`config.mk`:
```
export PLATFORM = sky130hd
export DESIGN_NAME = multi_axis_pdo_command_feedback_flat
export DESIGN_NICKNAME = d
export VERILOG_FILES = /design/src/hdl/mapdo_pkg.sv /design/src/hdl/mapdo_if.sv /design/src/hdl/multi_axis_pdo_command_feedback.sv /design/src/flat_wrapper.sv
export VERILOG_INCLUDE_DIRS = /design/src /design/src/hdl
export SDC_FILE = /design/constraint.sdc
export NUM_CORES = 1
export LEC_CHECK = 0
export BUFFER_PORTS_ARGS = -buffer_cell sky130_fd_sc_hd__buf_2
export CORE_ASPECT_RATIO = 0.5
export CORE_MARGIN = 8
export CORE_UTILIZATION = 62
export DETAILED_ROUTE_END_ITERATION = 16
export PLACE_DENSITY = 0.86
export SYNTH_ARGS = -nofsm -noshare
export SYNTH_HDL_FRONTEND = slang
export SYNTH_SLANG_ARGS = --single-unit
```
`constraint.sdc`:
```
create_clock -name clk -period 9.6 [get_ports clk]
set_input_delay 0.96 -clock clk [delete_from_list [all_inputs] [get_ports clk]]
set_output_delay 0.96 -clock clk [all_outputs]
set_load 0.05 [all_outputs]
```
`src/hdl/multi_axis_pdo_command_feedback_defines.svh`:
```
// ---------------------------------------------------------------------------
// Assertion macros for the PDO command and feedback engine
// Concurrent checks that compile away when ASSERT_OFF is defined.
// ---------------------------------------------------------------------------
`ifndef MULTI_AXIS_PDO_COMMAND_FEEDBACK_DEFINES_SVH
`define MULTI_AXIS_PDO_COMMAND_FEEDBACK_DEFINES_SVH

`ifndef ASSERT_OFF

// same-cycle implication, disabled while in reset
`define ASSERT_IMPLIES(label, clock, resetn, ante, cons) \
    label: assert property (@(posedge clock) disable iff (!(resetn)) \
        (ante) |-> (cons)) else $error("assertion failed");

// next-cycle implication, disabled while in reset
`define ASSERT_NEXT(label, clock, resetn, ante, cons) \
    label: assert property (@(posedge clock) disable iff (!(resetn)) \
        (ante) |=> (cons)) else $error("assertion failed");

`else

`define ASSERT_IMPLIES(label, clock, resetn, ante, cons)
`define ASSERT_NEXT(label, clock, resetn, ante, cons)

`endif

`endif

```
`src/hdl/mapdo_pkg.sv`:
```
// ---------------------------------------------------------------------------
// mapdo_pkg
// Frame identifiers, controlwords, register map and the sequencer microcode.
// ---------------------------------------------------------------------------
package mapdo_pkg;

    // CAN identifiers
    localparam logic [10:0] ID_RX_POS = 11'h181;
    localparam logic [10:0] ID_RX_EFF = 11'h281;
    localparam logic [10:0] ID_TX_CMD = 11'h201;
    localparam logic [10:0] ID_SYNC   = 11'h080;

    // controlwords
    localparam logic [7:0] CW_SHUTDOWN = 8'h06;
    localparam logic [7:0] CW_ENABLE   = 8'h0f;
    localparam logic [7:0] CW_MOVE     = 8'h1f;

    localparam logic [3:0] LEN_FULL = 4'd8;
    localparam logic [3:0] LEN_NONE = 4'd0;

    // command codes
    localparam logic [1:0] CMD_FEEDBACK = 2'd0;
    localparam logic [1:0] CMD_TARGET   = 2'd1;
    localparam logic [1:0] CMD_SYNC     = 2'd2;
    localparam logic [1:0] CMD_DISABLE  = 2'd3;

    // result kinds
    localparam logic [1:0] KIND_TX     = 2'd0;
    localparam logic [1:0] KIND_POSVEL = 2'd1;
    localparam logic [1:0] KIND_EFFORT = 2'd2;

    // register map: paddr[2] selects the register index
    localparam int          APB_AW            = 3;
    localparam logic        REG_MOVE_DEADBAND = 1'b0;
    localparam logic [15:0] DEADBAND_RESET    = 16'd50;

    typedef logic [4:0] step_t;

    // program addresses
    localparam step_t S_FETCH      = 5'd0;
    localparam step_t S_FB_POS     = 5'd1;
    localparam step_t S_FB_POS_OUT = 5'd2;
    localparam step_t S_FB_EFF     = 5'd3;
    localparam step_t S_FB_EFF_OUT = 5'd4;
    localparam step_t S_TG_LOAD    = 5'd5;
    localparam step_t S_TG_READ    = 5'd6;
    localparam step_t S_TG_DIFF    = 5'd7;
    localparam step_t S_TG_CMP     = 5'd8;
    localparam step_t S_TG_ENCHK   = 5'd9;
    localparam step_t S_TG_SHUT    = 5'd10;
    localparam step_t S_TG_ENABLE  = 5'd11;
    localparam step_t S_TG_MOVE    = 5'd12;
    localparam step_t S_SYNC       = 5'd13;
    localparam step_t S_DA_START   = 5'd14;
    localparam step_t S_DA_CHECK   = 5'd15;
    localparam step_t S_DA_SHUT    = 5'd16;
    localparam step_t S_DA_NEXT    = 5'd17;
    localparam step_t S_DA_DONE    = 5'd18;

    typedef enum logic [2:0] {
        JMP_NEXT,
        JMP_ALWAYS,
        JMP_IF_TRUE,
        JMP_IF_FALSE,
        JMP_DISPATCH
    } jmp_t;

    typedef enum logic [2:0] {
        C_POS_ID,
        C_EFF_ID,
        C_AXIS_OK,
        C_BIG,
        C_ENABLED,
        C_AX_LAST
    } cond_t;

    typedef enum logic [2:0] {
        E_NONE,
        E_REPORT_POS,
        E_REPORT_EFF,
        E_SHUTDOWN,
        E_ENABLE,
        E_MOVE,
        E_SYNC
    } emit_t;

    typedef enum logic [1:0] {
        L_NO,
        L_YES,
        L_NONE_HIGHER
    } last_t;

    typedef enum logic [3:0] {
        A_NONE,
        A_ACCEPT,
        A_LOAD_AX_POS,
        A_LOAD_AX_EFF,
        A_LOAD_AX_TGT,
        A_DIFF,
        A_WRITE_POS,
        A_SET_EN,
        A_CLR_EN,
        A_CLEAR_AX,
        A_INC_AX
    } act_t;

    typedef struct packed {
        jmp_t  jmp;
        cond_t cond;
        step_t target;
        emit_t emit;
        last_t last;
        act_t  act;
    } uword_t;

    function automatic uword_t uw(jmp_t j, cond_t c, step_t t, emit_t e, last_t l, act_t a);
        uword_t w;
        w.jmp    = j;
        w.cond   = c;
        w.target = t;
        w.emit   = e;
        w.last   = l;
        w.act    = a;
        return w;
    endfunction

    // control store
    function automatic uword_t ucode(step_t addr);
        uword_t w;
        unique case (addr)
            S_FETCH:      w = uw(JMP_DISPATCH, C_POS_ID, S_FETCH, E_NONE, L_NO, A_ACCEPT);
            S_FB_POS:     w = uw(JMP_IF_FALSE, C_POS_ID, S_FB_EFF, E_NONE, L_NO,
                                 A_LOAD_AX_POS);
            S_FB_POS_OUT: w = uw(JMP_ALWAYS, C_POS_ID, S_FETCH, E_REPORT_POS, L_YES,
                                 A_WRITE_POS);
            S_FB_EFF:     w = uw(JMP_IF_FALSE, C_EFF_ID, S_FETCH, E_NONE, L_NO,
                                 A_LOAD_AX_EFF);
            S_FB_EFF_OUT: w = uw(JMP_ALWAYS, C_POS_ID, S_FETCH, E_REPORT_EFF, L_YES, A_NONE);
            S_TG_LOAD:    w = uw(JMP_IF_FALSE, C_AXIS_OK, S_FETCH, E_NONE, L_NO,
                                 A_LOAD_AX_TGT);
            S_TG_READ:    w = uw(JMP_NEXT, C_POS_ID, S_FETCH, E_NONE, L_NO, A_NONE);
            S_TG_DIFF:    w = uw(JMP_NEXT, C_POS_ID, S_FETCH, E_NONE, L_NO, A_DIFF);
            S_TG_CMP:     w = uw(JMP_IF_FALSE, C_BIG, S_FETCH, E_NONE, L_NO, A_NONE);
            S_TG_ENCHK:   w = uw(JMP_IF_TRUE, C_ENABLED, S_TG_MOVE, E_NONE, L_NO, A_NONE);
            S_TG_SHUT:    w = uw(JMP_NEXT, C_POS_ID, S_FETCH, E_SHUTDOWN, L_NO, A_NONE);
            S_TG_ENABLE:  w = uw(JMP_NEXT, C_POS_ID, S_FETCH, E_ENABLE, L_NO, A_SET_EN);
            S_TG_MOVE:    w = uw(JMP_ALWAYS, C_POS_ID, S_FETCH, E_MOVE, L_YES, A_NONE);
            S_SYNC:       w = uw(JMP_ALWAYS, C_POS_ID, S_FETCH, E_SYNC, L_YES, A_NONE);
            S_DA_START:   w = uw(JMP_NEXT, C_POS_ID, S_FETCH, E_NONE, L_NO, A_CLEAR_AX);
            S_DA_CHECK:   w = uw(JMP_IF_FALSE, C_ENABLED, S_DA_NEXT, E_NONE, L_NO, A_NONE);
            S_DA_SHUT:    w = uw(JMP_NEXT, C_POS_ID, S_FETCH, E_SHUTDOWN, L_NONE_HIGHER,
                                 A_CLR_EN);
            S_DA_NEXT:    w = uw(JMP_IF_FALSE, C_AX_LAST, S_DA_CHECK, E_NONE, L_NO,
                                 A_INC_AX);
            S_DA_DONE:    w = uw(JMP_ALWAYS, C_POS_ID, S_FETCH, E_NONE, L_NO, A_NONE);
            default:      w = uw(JMP_ALWAYS, C_POS_ID, S_FETCH, E_NONE, L_NO, A_NONE);
        endcase
        return w;
    endfunction

    // entry point of each command's routine
    function automatic step_t dispatch(logic [1:0] cmd);
        step_t s;
        unique case (cmd)
            CMD_FEEDBACK: s = S_FB_POS;
            CMD_TARGET:   s = S_TG_LOAD;
            CMD_SYNC:     s = S_SYNC;
            CMD_DISABLE:  s = S_DA_START;
            default:      s = S_FETCH;
        endcase
        return s;
    endfunction

endpackage

```
`src/hdl/mapdo_if.sv`:
```
// ---------------------------------------------------------------------------
// mapdo channel interfaces
// Valid/ready channels for input commands and for result items.
// ---------------------------------------------------------------------------
interface mapdo_req_if;
    logic               valid;
    logic               ready;
    logic [1:0]         command;
    logic [10:0]        frame_id;
    logic [63:0]        frame_payload;
    logic [2:0]         axis;
    logic signed [31:0] target_pulses;

    modport source (
        output valid, command, frame_id, frame_payload, axis, target_pulses,
        input  ready
    );
    modport sink (
        input  valid, command, frame_id, frame_payload, axis, target_pulses,
        output ready
    );
endinterface

interface mapdo_rsp_if;
    logic               valid;
    logic               ready;
    logic [1:0]         result_kind;
    logic [10:0]        tx_id;
    logic [3:0]         tx_length;
    logic [63:0]        tx_payload;
    logic               last;
    logic [2:0]         report_axis;
    logic signed [31:0] report_position;
    logic signed [31:0] report_velocity;
    logic signed [15:0] report_effort;

    modport source (
        output valid, result_kind, tx_id, tx_length, tx_payload, last, report_axis,
               report_position, report_velocity, report_effort,
        input  ready
    );
    modport sink (
        input  valid, result_kind, tx_id, tx_length, tx_payload, last, report_axis,
               report_position, report_velocity, report_effort,
        output ready
    );
endinterface

```
`src/hdl/multi_axis_pdo_command_feedback.sv`:
```
// ---------------------------------------------------------------------------
// multi_axis_pdo_command_feedback
// Microcoded PDO engine: feedback decode, joint targets, sync, disable-all.
// ---------------------------------------------------------------------------
// One microinstruction per cycle, except that fetch waits for an input item and
// an emit step holds while the output register is full and not being taken; a
// result is registered into the output register by its emit step. Target items
// end on a bad axis or inside the deadband, and send shutdown and enable before
// the move only for a disabled axis. Each routine's step count sets the rate.
// Reset (async, rst_n low): step counter to fetch, all enable marks and position
// valid bits cleared (positions read as zero), deadband to 50. No clearing pass.
`include "multi_axis_pdo_command_feedback_defines.svh"

module multi_axis_pdo_command_feedback
    import mapdo_pkg::*;
#(
    parameter int NUM_AXES = 7
)
(
    input  logic              clk,
    input  logic              rst_n,
    mapdo_req_if.sink         req,
    mapdo_rsp_if.source       rsp,
    input  logic              psel,
    input  logic              penable,
    input  logic              pwrite,
    input  logic [APB_AW-1:0] paddr,
    input  logic [31:0]       pwdata,
    output logic [31:0]       prdata,
    output logic              pready
);

    localparam int AXW = (NUM_AXES > 1) ? $clog2(NUM_AXES) : 1;

    // sequencer
    step_t  upc_reg, upc_next;
    uword_t uword;
    logic   cond;
    logic   step_fire;
    logic   emit_fire;
    logic   out_free;

    // configuration
    logic [15:0] db_reg, db_next;
    logic        cfg_write;

    // latched item
    logic [10:0]        fid_reg;
    logic [63:0]        pay_reg;
    logic [2:0]         axis_reg;
    logic signed [31:0] tgt_reg;

    // datapath
    logic [AXW-1:0]     ax_reg, ax_next;
    logic [NUM_AXES-1:0] en_reg, en_next;
    logic [NUM_AXES-1:0] pos_vld_reg, pos_vld_next;
    logic [NUM_AXES-1:0] higher;
    logic [31:0]        pos_mem [NUM_AXES];
    logic [31:0]        rd_reg;
    logic               rd_vld_reg;
    logic [31:0]        pos_cur;
    logic signed [32:0] diff_reg;
    logic signed [32:0] db_ext;
    logic               any_higher;
    logic [10:0]        fid_pos_off;
    logic [10:0]        fid_eff_off;
    logic [10:0]        tx_cmd_id;

    // output register
    logic               out_valid_reg, out_valid_next;
    logic [1:0]         kind_reg, kind_next;
    logic [10:0]        id_reg, id_next;
    logic [3:0]         len_reg, len_next;
    logic [63:0]        txpay_reg, txpay_next;
    logic               last_reg, last_next;
    logic [2:0]         rax_reg, rax_next;
    logic [31:0]        rpos_reg, rpos_next;
    logic [31:0]        rvel_reg, rvel_next;
    logic [15:0]        reff_reg, reff_next;

    // -----------------------------------------------------------------------
    // configuration port
    // -----------------------------------------------------------------------
    assign pready    = 1'b1;
    assign cfg_write = psel && penable && pwrite && pready && (paddr[2] == REG_MOVE_DEADBAND);
    assign db_next   = cfg_write ? pwdata[15:0] : db_reg;
    assign prdata    = (paddr[2] == REG_MOVE_DEADBAND) ? {16'b0, db_reg} : 32'b0;

    always_ff @(posedge clk or negedge rst_n)
    begin
        if (!rst_n)
        begin
            db_reg <= DEADBAND_RESET;
        end
        else
        begin
            db_reg <= db_next;
        end
    end

    // -----------------------------------------------------------------------
    // conditions
    // -----------------------------------------------------------------------
    assign uword       = ucode(upc_reg);
    assign fid_pos_off = fid_reg - ID_RX_POS;
    assign fid_eff_off = fid_reg - ID_RX_EFF;
    assign db_ext      = $signed({17'b0, db_reg});
    assign tx_cmd_id   = ID_TX_CMD + 11'(ax_reg);
    assign pos_cur     = rd_vld_reg ? rd_reg : 32'b0;

    always_comb
    begin
        for (int i = 0; i < NUM_AXES; i++)
        begin
            higher[i] = en_reg[i] && (AXW'(i) > ax_reg);
        end
    end
    assign any_higher = |higher;

    always_comb
    begin
        unique case (uword.cond)
            C_POS_ID:  cond = (fid_reg >= ID_RX_POS) && (fid_pos_off < 11'(NUM_AXES));
            C_EFF_ID:  cond = (fid_reg >= ID_RX_EFF) && (fid_eff_off < 11'(NUM_AXES));
            C_AXIS_OK: cond = 8'(axis_reg) < 8'(NUM_AXES);
            C_BIG:     cond = (diff_reg > db_ext) || (diff_reg < -db_ext);
            C_ENABLED: cond = en_reg[ax_reg];
            C_AX_LAST: cond = ax_reg == AXW'(NUM_AXES - 1);
            default:   cond = 1'b0;
        endcase
    end

    // -----------------------------------------------------------------------
    // step counter
    // -----------------------------------------------------------------------
    assign out_free  = !out_valid_reg || rsp.ready;
    assign req.ready = (uword.act == A_ACCEPT);

    always_comb
    begin
        if (uword.act == A_ACCEPT)
        begin
            step_fire = req.valid;
        end
        else if (uword.emit != E_NONE)
        begin
            step_fire = out_free;
        end
        else
        begin
            step_fire = 1'b1;
        end
    end
    assign emit_fire = step_fire && (uword.emit != E_NONE);

    always_comb
    begin
        upc_next = upc_reg;
        if (step_fire)
        begin
            unique case (uword.jmp)
                JMP_NEXT:     upc_next = upc_reg + 5'd1;
                JMP_ALWAYS:   upc_next = uword.target;
                JMP_IF_TRUE:  upc_next = cond ? uword.target : upc_reg + 5'd1;
                JMP_IF_FALSE: upc_next = cond ? upc_reg + 5'd1 : uword.target;
                JMP_DISPATCH: upc_next = dispatch(req.command);
                default:      upc_next = S_FETCH;
            endcase
        end
    end

    always_ff @(posedge clk or negedge rst_n)
    begin
        if (!rst_n)
        begin
            upc_reg <= S_FETCH;
        end
        else
        begin
            upc_reg <= upc_next;
        end
    end

    // -----------------------------------------------------------------------
    // item latch and datapath registers
    // -----------------------------------------------------------------------
    always_ff @(posedge clk)
    begin
        if (step_fire && (uword.act == A_ACCEPT))
        begin
            fid_reg  <= req.frame_id;
            pay_reg  <= req.frame_payload;
            axis_reg <= req.axis;
            tgt_reg  <= req.target_pulses;
        end
        if (step_fire && (uword.act == A_DIFF))
        begin
            diff_reg <= $signed({tgt_reg[31], tgt_reg}) - $signed({pos_cur[31], pos_cur});
        end
    end

    always_comb
    begin
        ax_next      = ax_reg;
        en_next      = en_reg;
        pos_vld_next = pos_vld_reg;
        if (step_fire)
        begin
            case (uword.act)
                A_LOAD_AX_POS: ax_next = AXW'(fid_pos_off);
                A_LOAD_AX_EFF: ax_next = AXW'(fid_eff_off);
                A_LOAD_AX_TGT: ax_next = AXW'(axis_reg);
                A_CLEAR_AX:    ax_next = '0;
                A_INC_AX:      ax_next = cond ? ax_reg : ax_reg + 1'b1;
                A_SET_EN:      en_next[ax_reg] = 1'b1;
                A_CLR_EN:      en_next[ax_reg] = 1'b0;
                A_WRITE_POS:   pos_vld_next[ax_reg] = 1'b1;
                default:       ;
            endcase
        end
    end

    always_ff @(posedge clk or negedge rst_n)
    begin
        if (!rst_n)
        begin
            ax_reg      <= '0;
            en_reg      <= '0;
            pos_vld_reg <= '0;
            rd_vld_reg  <= 1'b0;
        end
        else
        begin
            ax_reg      <= ax_next;
            en_reg      <= en_next;
            pos_vld_reg <= pos_vld_next;
            rd_vld_reg  <= pos_vld_reg[ax_reg];
        end
    end

    // position store, one write and one registered read port
    always_ff @(posedge clk)
    begin
        if (step_fire && (uword.act == A_WRITE_POS))
        begin
            pos_mem[ax_reg] <= pay_reg[31:0];
        end
        rd_reg <= pos_mem[ax_reg];
    end

    // -----------------------------------------------------------------------
    // result formatting
    // -----------------------------------------------------------------------
    always_comb
    begin
        kind_next  = KIND_TX;
        id_next    = 11'b0;
        len_next   = LEN_NONE;
        txpay_next = 64'b0;
        rax_next   = 3'b0;
        rpos_next  = 32'b0;
        rvel_next  = 32'b0;
        reff_next  = 16'b0;
        case (uword.emit)
            E_REPORT_POS:
            begin
                kind_next = KIND_POSVEL;
                rax_next  = 3'(ax_reg);
                rpos_next = pay_reg[31:0];
                rvel_next = pay_reg[63:32];
            end
            E_REPORT_EFF:
            begin
                kind_next = KIND_EFFORT;
                rax_next  = 3'(ax_reg);
                reff_next = pay_reg[15:0];
            end
            E_SHUTDOWN:
            begin
                id_next    = tx_cmd_id;
                len_next   = LEN_FULL;
                txpay_next = {24'b0, CW_SHUTDOWN, 32'b0};
            end
            E_ENABLE:
            begin
                id_next    = tx_cmd_id;
                len_next   = LEN_FULL;
                txpay_next = {24'b0, CW_ENABLE, 32'b0};
            end
            E_MOVE:
            begin
                id_next    = tx_cmd_id;
                len_next   = LEN_FULL;
                txpay_next = {24'b0, CW_MOVE, tgt_reg};
            end
            E_SYNC:
            begin
                id_next = ID_SYNC;
            end
            default: ;
        endcase

        case (uword.last)
            L_YES:         last_next = 1'b1;
            L_NONE_HIGHER: last_next = !any_higher;
            default:       last_next = 1'b0;
        endcase
    end

    assign out_valid_next = emit_fire ? 1'b1 : (rsp.ready ? 1'b0 : out_valid_reg);

    always_ff @(posedge clk or negedge rst_n)
    begin
        if (!rst_n)
        begin
            out_valid_reg <= 1'b0;
        end
        else
        begin
            out_valid_reg <= out_valid_next;
        end
    end

    always_ff @(posedge clk)
    begin
        if (emit_fire)
        begin
            kind_reg  <= kind_next;
            id_reg    <= id_next;
            len_reg   <= len_next;
            txpay_reg <= txpay_next;
            last_reg  <= last_next;
            rax_reg   <= rax_next;
            rpos_reg  <= rpos_next;
            rvel_reg  <= rvel_next;
            reff_reg  <= reff_next;
        end
    end

    assign rsp.valid           = out_valid_reg;
    assign rsp.result_kind     = kind_reg;
    assign rsp.tx_id           = id_reg;
    assign rsp.tx_length       = len_reg;
    assign rsp.tx_payload      = txpay_reg;
    assign rsp.last            = last_reg;
    assign rsp.report_axis     = rax_reg;
    assign rsp.report_position = rpos_reg;
    assign rsp.report_velocity = rvel_reg;
    assign rsp.report_effort   = reff_reg;

    // -----------------------------------------------------------------------
    // checks
    // -----------------------------------------------------------------------
    // every routine takes at least one step after fetch
    `ASSERT_NEXT(a_no_back_to_back_accept, clk, rst_n, req.valid && req.ready, !req.ready)
    // a move frame only leaves for an axis already marked enabled
    `ASSERT_IMPLIES(a_move_needs_enable, clk, rst_n, emit_fire && (uword.emit == E_MOVE),
                    en_reg[ax_reg])
    // disable-all only addresses enabled axes
    `ASSERT_IMPLIES(a_disable_only_enabled, clk, rst_n,
                    emit_fire && (uword.act == A_CLR_EN), en_reg[ax_reg])

endmodule

```
`src/flat_wrapper.sv`:
```
// flat-port wrapper written by rule: the top's interface ports become plain ports
module multi_axis_pdo_command_feedback_flat import mapdo_pkg::*;
#(
    parameter int NUM_AXES = 7
)
  (clk, rst_n, psel, penable, pwrite, paddr, pwdata, prdata, pready, req_valid, req_command, req_frame_id, req_frame_payload, req_axis, req_target_pulses, req_ready, rsp_valid, rsp_result_kind, rsp_tx_id, rsp_tx_length, rsp_tx_payload, rsp_last, rsp_report_axis, rsp_report_position, rsp_report_velocity, rsp_report_effort, rsp_ready);
  mapdo_req_if req_i ();
  mapdo_rsp_if rsp_i ();
  input  logic clk;
  input  logic rst_n;
  input  logic psel;
  input  logic penable;
  input  logic pwrite;
  input  logic [APB_AW-1:0] paddr;
  input  logic [31:0] pwdata;
  output logic [31:0] prdata;
  output logic pready;
  input wire logic [$bits(req_i.valid)-1:0] req_valid;
  input wire logic [$bits(req_i.command)-1:0] req_command;
  input wire logic [$bits(req_i.frame_id)-1:0] req_frame_id;
  input wire logic [$bits(req_i.frame_payload)-1:0] req_frame_payload;
  input wire logic [$bits(req_i.axis)-1:0] req_axis;
  input wire logic [$bits(req_i.target_pulses)-1:0] req_target_pulses;
  output wire logic [$bits(req_i.ready)-1:0] req_ready;
  output wire logic [$bits(rsp_i.valid)-1:0] rsp_valid;
  output wire logic [$bits(rsp_i.result_kind)-1:0] rsp_result_kind;
  output wire logic [$bits(rsp_i.tx_id)-1:0] rsp_tx_id;
  output wire logic [$bits(rsp_i.tx_length)-1:0] rsp_tx_length;
  output wire logic [$bits(rsp_i.tx_payload)-1:0] rsp_tx_payload;
  output wire logic [$bits(rsp_i.last)-1:0] rsp_last;
  output wire logic [$bits(rsp_i.report_axis)-1:0] rsp_report_axis;
  output wire logic [$bits(rsp_i.report_position)-1:0] rsp_report_position;
  output wire logic [$bits(rsp_i.report_velocity)-1:0] rsp_report_velocity;
  output wire logic [$bits(rsp_i.report_effort)-1:0] rsp_report_effort;
  input wire logic [$bits(rsp_i.ready)-1:0] rsp_ready;
  assign req_i.valid = req_valid;
  assign req_i.command = req_command;
  assign req_i.frame_id = req_frame_id;
  assign req_i.frame_payload = req_frame_payload;
  assign req_i.axis = req_axis;
  assign req_i.target_pulses = req_target_pulses;
  assign req_ready = req_i.ready;
  assign rsp_valid = rsp_i.valid;
  assign rsp_result_kind = rsp_i.result_kind;
  assign rsp_tx_id = rsp_i.tx_id;
  assign rsp_tx_length = rsp_i.tx_length;
  assign rsp_tx_payload = rsp_i.tx_payload;
  assign rsp_last = rsp_i.last;
  assign rsp_report_axis = rsp_i.report_axis;
  assign rsp_report_position = rsp_i.report_position;
  assign rsp_report_velocity = rsp_i.report_velocity;
  assign rsp_report_effort = rsp_i.report_effort;
  assign rsp_i.ready = rsp_ready;
  multi_axis_pdo_command_feedback #(.NUM_AXES(NUM_AXES)) u_core (.clk(clk), .rst_n(rst_n), .req(req_i), .rsp(rsp_i), .psel(psel), .penable(penable), .pwrite(pwrite), .paddr(paddr), .pwdata(pwdata), .prdata(prdata), .pready(pready));
endmodule
```
Yosys cells after proc, flatten, opt, wreduce, memory -nomap -nowiden
Memory sizes are Yosys's and may differ from the RTL's. A register that Yosys moved wholly into a read port is not among the register bits.
Cells that the tools add are included.

operators by class
  add/subtract/negate cells = 7
  div/mod/pow operators = 0
  shift operators = 0
  bitwise gates (word level) = 5
  $mul = 0
  reduce and logical (&&, ||, !) cells = 34
  mux-type cells = 27
  magnitude comparators = 16
  eq/ne operators = 32

operator list
  cell                                                                 number
  one-hot mux 37 bit (3 select lines)                                  1
  > comparator 33 x 17 -> 1 bit                                        1
  less-than comparator 33 bit                                          1
  negator 16 -> 33 bit                                                 1
  subtractor 32 x 32 -> 33 bit                                         1
  2-to-1 mux 32 bit                                                    1
  one-hot mux 5 bit (5 select lines)                                   1
  less-than comparator 11 x 3 -> 1 bit, second input constant          2
  one-hot mux 11 bit (2 select lines)                                  1
  == test 3 bit, second input constant                                 7
  one-hot mux 5 bit (4 select lines)                                   1
  == test 3 x 2 -> 1 bit, second input constant                        6
  logical AND 1 bit                                                    17
  == test 4 x 3 -> 1 bit, second input constant                        4
  2-to-1 mux 16 bit                                                    1
  one-hot mux 3 bit (5 select lines)                                   1
  OR 7 bit                                                             2
  one-hot mux 7 bit (2 select lines)                                   1
  == test 4 bit, second input constant                                 3
  adder 10 x 3 -> 11 bit, first input constant                         1
  greater-or-equal comparator 11 x 10 -> 1 bit, second input constant  1
  greater-or-equal comparator 11 x 9 -> 1 bit, second input constant   1
  subtractor 11 x 10 -> 11 bit, second input constant                  1
  subtractor 11 x 9 -> 11 bit, second input constant                   1
  other kinds (38)                                                     63

word-level totals
  logic and storage cells = 144
  output and inout port bits = 200
  register bits = 348
  memory bits (read-only) = 640
  bits in writable memories = 224
  memories kept = 2
  bits in latches = 0

memories
  name             words  bits a word  read ports  clocked after memory_dff  write ports  line                                   source
  (no name shown)  32     20           1           0                         0            mapdo_pkg.sv:130                       unique case (addr)
  u_core.pos_mem   7      32           1           1                         1            multi_axis_pdo_command_feedback.sv:58  logic [31:0] pos_mem [NUM_AXES];

Logic depth before layout (Yosys ltp)
Gate-level depths: netlist of run 1.

  word-level depth = 7
  depth in mapped cells = 20
  depth with buffers taken out = 20

Worst setup path before layout of run 1
No wires, ideal clock.

  path type = register -> register
  start = register u_core.upc_reg[0]
  end = register u_core.last_reg (netlist: u_core.rsp.last) (enable)
  path slack = 4,085 ps
  data arrival time = 5,014 ps
  stages on the path, launching flop included = 10
  buffers on the path = 1
  library setup time = 501 ps
  data required time = 9,099 ps
  cell sequence = dfrtp_1 -> clkbuf_1 -> inv_1 -> ha_1 -> o21ai_0 -> nor2_1 -> a211oi_4 -> nand4_2 -> a31oi_1 -> and2_1

between the ends
  cells in the longest elaborated chain, start to end = 5
  elaborated cells on any way between the ends = 6

RTL lines
  item                         line                                                                            source
  from (decl)                  multi_axis_pdo_command_feedback.sv:36                                           step_t upc_reg, upc_next;
  from (signal assigned)       multi_axis_pdo_command_feedback.sv:180                                          upc_reg <= upc_next;
  memory read (32 x 20 bit) *  --
  nonzero test 3 bit           multi_axis_pdo_command_feedback.sv:145, multi_axis_pdo_command_feedback.sv:154
  2-to-1 mux 1 bit             multi_axis_pdo_command_feedback.sv:145                                          else if (uword.emit != E_NONE)
  2-to-1 mux 1 bit             multi_axis_pdo_command_feedback.sv:141                                          if (uword.act == A_ACCEPT)
  logical AND 1 bit *          multi_axis_pdo_command_feedback.sv:154                                          assign emit_fire = step_fire && (uword.emit != E_NONE);
  via u_core.emit_fire         multi_axis_pdo_command_feedback.sv:40                                           logic emit_fire;
  to (signal assigned)         multi_axis_pdo_command_feedback.sv:332                                          last_reg <= last_next;
  to (decl)                    multi_axis_pdo_command_feedback.sv:75                                           logic last_reg, last_next;

Mark *: on every way through the listed nets, which the timed path passes. The rest lies on a longest branch.
A chain may end at the register's enable or synchronous reset.

Worst setup path after layout of run 1
  start = register u_core.db_reg[3]
  end = register u_core.ax_reg[0]

between the ends
  cells in the longest elaborated chain, start to end = 6
  elaborated cells on any way between the ends = 7

RTL lines
  item                                    line                                    source
  from (decl)                             multi_axis_pdo_command_feedback.sv:44   logic [15:0] db_reg, db_next;
  from (signal assigned)                  multi_axis_pdo_command_feedback.sv:97   db_reg <= db_next;
  negator 16 -> 33 bit                    multi_axis_pdo_command_feedback.sv:126  C_BIG: cond = (diff_reg > db_ext) || (diff_reg < -db_ext);
  less-than comparator 33 bit             multi_axis_pdo_command_feedback.sv:126
  logical OR 1 bit *                      multi_axis_pdo_command_feedback.sv:126
  one-hot mux 1 bit (6 select lines) *    multi_axis_pdo_command_feedback.sv:122  unique case (uword.cond)
  != test 2 bit (no source line) *        --
  AND reduction 3 bit (no source line) *  --
  to (signal assigned)                    multi_axis_pdo_command_feedback.sv:234  ax_reg <= ax_next;
  to (decl)                               multi_axis_pdo_command_feedback.sv:54   logic [AXW-1:0] ax_reg, ax_next;

Mark *: on every way between the ends. The rest lies on a longest branch, timed or not.

==> results of run 1 <==
-- final timing paths --
path                                            start  cells after the start               endpoint  slack (ns)
worst max-delay path                 u_core.db_reg[3]                     19       u_core.ax_reg[0]        4.60
worst min-delay path            u_core.pos_vld_reg[4]                      1  u_core.pos_vld_reg[4]        0.50
worst max register to register       u_core.db_reg[3]                     19       u_core.ax_reg[0]        4.60
worst min register to register  u_core.pos_vld_reg[4]                      1  u_core.pos_vld_reg[4]        0.50
max in group asynchronous                       rst_n                      1       u_core.ax_reg[1]        8.37
min in group asynchronous                       rst_n                      1  u_core.pos_vld_reg[4]        0.55
-- final cells by class --
cell class | count | area share, %
clock buffer | 64 | 4.55
sequential | 566 | 59.4
multi-input combinational | 1069 | 26.2
clock inverter | 23 | 1.07
antenna | 3 | 0.0271
tap | 530 | 2.39
timing repair buffer | 305 | 5.70
inverter | 50 | 0.676
-- critical path: stages (launching register included) --
cell and delay, ns:
dfrtp_1 0.39, inv_1 0.15, nand3_1 0.12, or3_1 0.36, nor2_1 0.19, nand3_1 0.13
nor2_1 0.14, nand2_1 0.23, nor4_1 0.51, ha_1 0.36, a21oi_1 0.15, o21ai_0 0.10
a221oi_1 0.33, o211ai_1 0.14, nor3_1 0.28, or3b_1 0.19, nand3_1 0.26, nor4_1 0.27
o21ai_1 0.19, mux2_1 0.38
-- per-layer routing --
metal  track usage, %  vias to the layer above
li1                 -                     7008
met1             31.7                     7586
met2             40.9                      791
met3             6.32                      168
met4             8.62                       12
met5                0                        -
-- metrics by stage --
| step | total power, mW | instances | area, um^2 |
|---|---|---|---|
| finish | 9.93 | 2610 | 27700 |
| global route | 10.3 | 2608 | 27700 |
| CTS | 9.91 | 2607 | 27700 |
| detailed placement | 7.93 | 2520 | 26200 |
| global placement | 7.82 | 2520 | 26200 |
| floorplan | 6.83 | 1804 | 24600 |
-- power breakdown --
group          total [mW]  internal (mW)  switching [mW]
logic                4.03           1.13            2.90
registers            3.94           3.57           0.371
clock network        1.96           1.07           0.884
-- cell families after synthesis --
kind of cell,Yosys count,share of synthesized area [%]
flip-flops,566,67.6
AND/OR/NAND/NOR,485,10.2
AO/OA/AOI/OAI,319,8.94
buffers and inverters,169,3.54
adder cells (fa/ha/maj),94,4.85
multiplexers,74,3.20
XOR/XNOR,45,1.65
other,2,0.0308
-- placed cells by master, fill, tap and decap left out, types with 15 or more instances in the layout --
master,instances
nand3_1,23
nor2_1,126
a22oi_1,15
nand2_1,89
xnor2_1,36
a22o_1,33
o21ai_0,58
a21o_1,23
clkbuf_16,48
dfxtp_1,32
nor3_1,21
mux2_2,28
ha_1,93
inv_1,47
clkbuf_1,16
and2_1,120
edfxtp_1,494
conb_1,52
a21oi_1,88
dfrtp_1,35
buf_2,283
nor4_1,20
mux2i_1,42
a221oi_1,16
buf_4,22
==> impl_metrics.ini, run 1 <==
[status]
status = completed

[worst_hold_path]
min_path_type = register to register

[pwr]
peakVddDrop_mv = 0.236
p_per_area_nw_per_um2 = 358
p_leak_nw = 10.7

[global_route]
grt_pass1_wl_um = 87800
grt_overflow_total = 0
grt_pass1_vias = 15367
grt_max_degree = 68
antenna_found_initial = 7
grt_usage_pct = 24.7

[floorplan]
die_height_um = 156
die_x_um = 296
initial_core_util_pct = 62.8
core-area_um2 = 38900
rows = 51
die_area_um2 = 46300
io_pins = 354

[logic_synthesis]
avgSynthCellArea_um2 = 13.9
ys_ff_latch = 566
ys_top_cells_by_area = edfxtp_1 (61%), ha_1 (4.8%), dfrtp_1 (3.8%)
synthArstFlopShare_pct = 7.07
synth_seq_area_share_pct = 67.6
synth_most_common_cell = edfxtp_1
yosys-top-cells-count = edfxtp_1 (494), nor2_1 (128), and2_1 (122)
synthDistinctLibCells = 79
yosysTopAreaCell = edfxtp_1
synth_edf_count = 494
synth_warnings = 0
synthCells = 1754
synth_ff_type = edfxtp_1
synth_area_um2 = 24400
yosysTopAreaCellShare_pct = 60.8

[sta]
fin_ws_ns = 4.60
finalHoldViolCount = 0
fmax_mhz = 200
maxSlewViolCount = 0
hold_slack_ns = 0.498
finalClockSkew_ns = 0.0302
worstMarginPinSlew_ns = 1.09
layout_min_cycle_time_ns = 5.00
min_period_over_period_pct = 52.1
relSlewSlack_pct = 27.2
tns_ns = 0
finalSetupViolations = 0
rsz0062_at_grt = no

[route]
routed.top_layer = met5
wl_per_cell_um = 22.6
final_antenna_net_count = 0
vias_per_cell = 5.96
wl_met1_um = 23300
post-route-drc-count = 0
route.met3.wl_um = 5670
wirelength_um = 59000
vias = 15565
drt_iter0_drc = 1592
dr.pass1.iters = 5
met2_length_um = 28100

[final_layout]
area_growth_pct = 13.8
multi_input_area_um2 = 7270
largest_register_ff_count = 224
drive_above_1_share_pct = 20.9
regArea_um2 = 16500
n_fill_cell = 2489
fin_util_pct = 71.4
nNetsFinal = 2287

[critical_path]
arrival_ns = 5.44
worstPathMaxFanout = 9
worstPathRequired_ns = 10.04
cp-end-kind = register
worstSetupStartpointType = register
path_class = register to register

[place]
dpl.hpwl_um = 38800
place.gp.congestion = 0.885
detailedPlace.worstSlack_ns = 4.68
port_buffers = 283

[clock_network]
numCtsBuffers = 47
numClockSinks = 566
clk-insertion-delay-late_ns = 0.58
path_clk_slew_ns = 0.07
h-tree-depth = 2
cts_tree = built
post_cts_buffers = 0
ctsResizeCount = 0
postCtsHoldBufs = 0
cts-root-buf = clkbuf_16
cts_max_path_buffers = 3

[flow_run]
drv_cap = 0
No activity file was read; power rests on OpenSTA's default activity.
==> run 2, diff against run 1 <==
- ABC_AREA: unset -> 1
- CORE_UTILIZATION: 62 -> 52
- PLACE_DENSITY: 0.86 -> 0.76
- clock period: 9.6 -> 4 ns (I/O delays scaled with it)
==> impl_metrics.ini, run 2 <==
[status]
status = completed

[place]
dpl.hpwl_um = 40700
detailedPlace.worstSlack_ns = -0.0414
place.gp.congestion = 0.908
port_buffers = 283

[route]
drt_iter0_drc = 1513
wl_per_cell_um = 19.1
vias = 16956
vias_per_cell = 5.30
final_antenna_net_count = 0
post-route-drc-count = 0
dr.pass1.iters = 5
wirelength_um = 61000

[critical_path]
reg2reg_from = u_core.db_reg[0]
path_class = register to register
worst-r2r-cell-count = 29
startpoint = u_core.db_reg[0]
r2r_setup_slack_ns = 0.14
cp-end-kind = register
worstPathRequired_ns = 4.46
r2r-end = u_core.upc_reg[0]
worst_path_largest_cell_delay_ns = 0.43
worstSetupStartpointType = register
cpLargestDelayFamily = simple AND/OR/NAND/NOR gates
worstPathMaxFanout = 6
arrival_ns = 4.32
slowest_stage = dfrtp_1
critical_path_buf_inv_count = 4
crit_path_frequent_cell = nand2_1

[logic_synthesis]
synth_most_common_cell = edfxtp_1
ys_top_cells_by_area = edfxtp_1 (60%), ha_1 (4.7%), nand2_1 (4.5%)
synthMuxAreaShare_pct = 0
synthDistinctLibCells = 63
synthArstFlopShare_pct = 7.07
yosys.area_share.adder_pct = 4.77
yosys-top-cells-count = edfxtp_1 (494), nand2_1 (298), inv_1 (254)
synth_edf_count = 494
synth_ff_type = edfxtp_1
avgSynthCellArea_um2 = 11.8
ys_ff_latch = 566
synth_simple_gate_area_share_pct = 12.8
synth_xor_area_share_pct = 1.62
synth_warnings = 0
synthCells = 2099
synth_top_family_by_area = simple AND/OR/NAND/NOR gates
synth_area_um2 = 24800
synth_seq_area_share_pct = 66.5
synth_compound_area_share_pct = 7.54
yosysTopAreaCell = edfxtp_1
yosysTopAreaCellShare_pct = 59.8

[pwr]
power.internal_mw = 14.5
p_sw_mw = 11.7
p_leak_nw = 12.3
p_per_area_nw_per_um2 = 875
switching_share_pct = 44.6
p_seq_share_pct = 38.8
clkPwrFrac_pct = 17.7
peakVddDrop_mv = 0.613
p_comb_share_pct = 43.5

[final_layout]
area_growth_pct = 20.7
largest_register_ff_count = 224
fin_util_pct = 63.8
drive_above_1_share_pct = 21.0
layout_commonest_cell = edfxtp_1
mostFrequentLayoutCells = edfxtp_1 (494), nand2_1 (292), buf_2 (283), inv_1 (247), nor2_1 (229)
nNetsFinal = 2771

[floorplan]
io_pins = 354
die_x_um = 325
core-area_um2 = 46900
initial_core_util_pct = 52.8
rows = 56
die_height_um = 170
die_area_um2 = 55400

[sta]
finalClockSkew_ns = 0.0148
worstMarginPinSlew_ns = 0.995
hold_slack_ns = 0.00244
fmax_mhz = 259
finalSetupViolations = 0
fin_ws_ns = 0.142
rsz0062_at_grt = yes
finalHoldViolCount = 0
maxSlewViolCount = 0
relSlewSlack_pct = 33.7
layout_min_cycle_time_ns = 3.86
min_period_over_period_pct = 96.5

[worst_hold_path]
hp-start = req_target_pulses[25]
whs_path_depth = 1
min_path_type = input port to register
whs_endpoint = u_core.tgt_reg[25]

[global_route]
grt_pass1_vias = 16715
grt_usage_pct = 21.1
grt_overflow_total = 0
grt_max_degree = 68
grt_pass1_wl_um = 93000
antenna_found_initial = 2

[clock_network]
h-tree-depth = 2
numCtsBuffers = 48
cts-root-buf = clkbuf_16
numClockSinks = 566
cts_tree = built
clk-insertion-delay-late_ns = 0.58
path_clk_slew_ns = 0.07
cts_max_path_buffers = 3

[flow_run]
drv_cap = 0
-- run 2: cell families after synthesis --
| kind of cell | Yosys count |
|---|---|
| simple gates | 729 |
| flops | 566 |
| buf+inv | 380 |
| compound gates | 282 |
| fa+ha+maj | 94 |
| xor+xnor | 46 |
| other cells | 2 |
-- run 2: worst max path at each step --
| stage | end | depth (start not counted) |
|---|---|---|
| 2_1_floorplan | u_core.rsp.last | 14 |
| 3_3_place_gp | u_core.ax_reg[2] | 29 |
| 3_5_place_dp | u_core.upc_reg[0] | 31 |
| 4_1_cts | u_core.upc_reg[0] | 30 |
| 5_1_grt | u_core.upc_reg[4] | 29 |
| 6_report | u_core.upc_reg[0] | 29 |
-- run 2: per-layer routing --
metal / global-route usage [%] / up-vias / part of all wire [%] / wire length (um)
li1: - / 8003 / - / -
met1: 28.3 / 8148 / 42 / 25500
met2: 34.8 / 699 / 47 / 29000
met3: 4.11 / 106 / 7.9 / 4800
met4: 6.80 / 0 / 3.0 / 1810
met5: 0 / - / 0 / 0
-- run 2: final cells by class --
type	count	area, um^2
clock buffers	65	1370
clock inverters	24	188
well taps	638	798
repair buffers	431	2870
multi-input cells	1203	7190
fillers	3450	17000
flip-flops and latches	566	16500
inverters	273	1050
diodes	1	2.50
-- run 2: metrics by stage --
| stage | total power [mW] | setup TNS (ns) | area, um^2 | std cells |
|---|---|---|---|---|
| final | 26.2 | 0 | 29900 | 3201 |
| after CTS | 26.1 | 0 | 29600 | 3190 |
| after global placement | 21.1 | 0 | 27000 | 2995 |
| after floorplan | 17.9 | -3.68 | 25100 | 2149 |
| after global routing | 27.6 | -0.956 | 29900 | 3201 |
| after detailed placement | 21.4 | -0.0794 | 27000 | 2995 |
-- run 2: power by group through the flow --
stage | Combinational, mW | Sequential (mW) | Clock, mW
after CTS | 11.3 | 10.1 | 4.68
after floorplan | 5.72 | 12.2 | 0
after global placement | 10.9 | 10.2 | 0
after global routing | 12.3 | 10.3 | 4.91
final | 11.4 | 10.2 | 4.63
after detailed placement | 11.2 | 10.2 | 0
-- run 2: what timing repair did --
item,4_1_cts,5_1_grt
cloned,0,0
hold buffers,103,1
setup endpoints to repair,7,8
endpoints found under the hold margin,137,1
gates resized for setup,4,59
pin swaps,1,21
buffers inserted,3,9
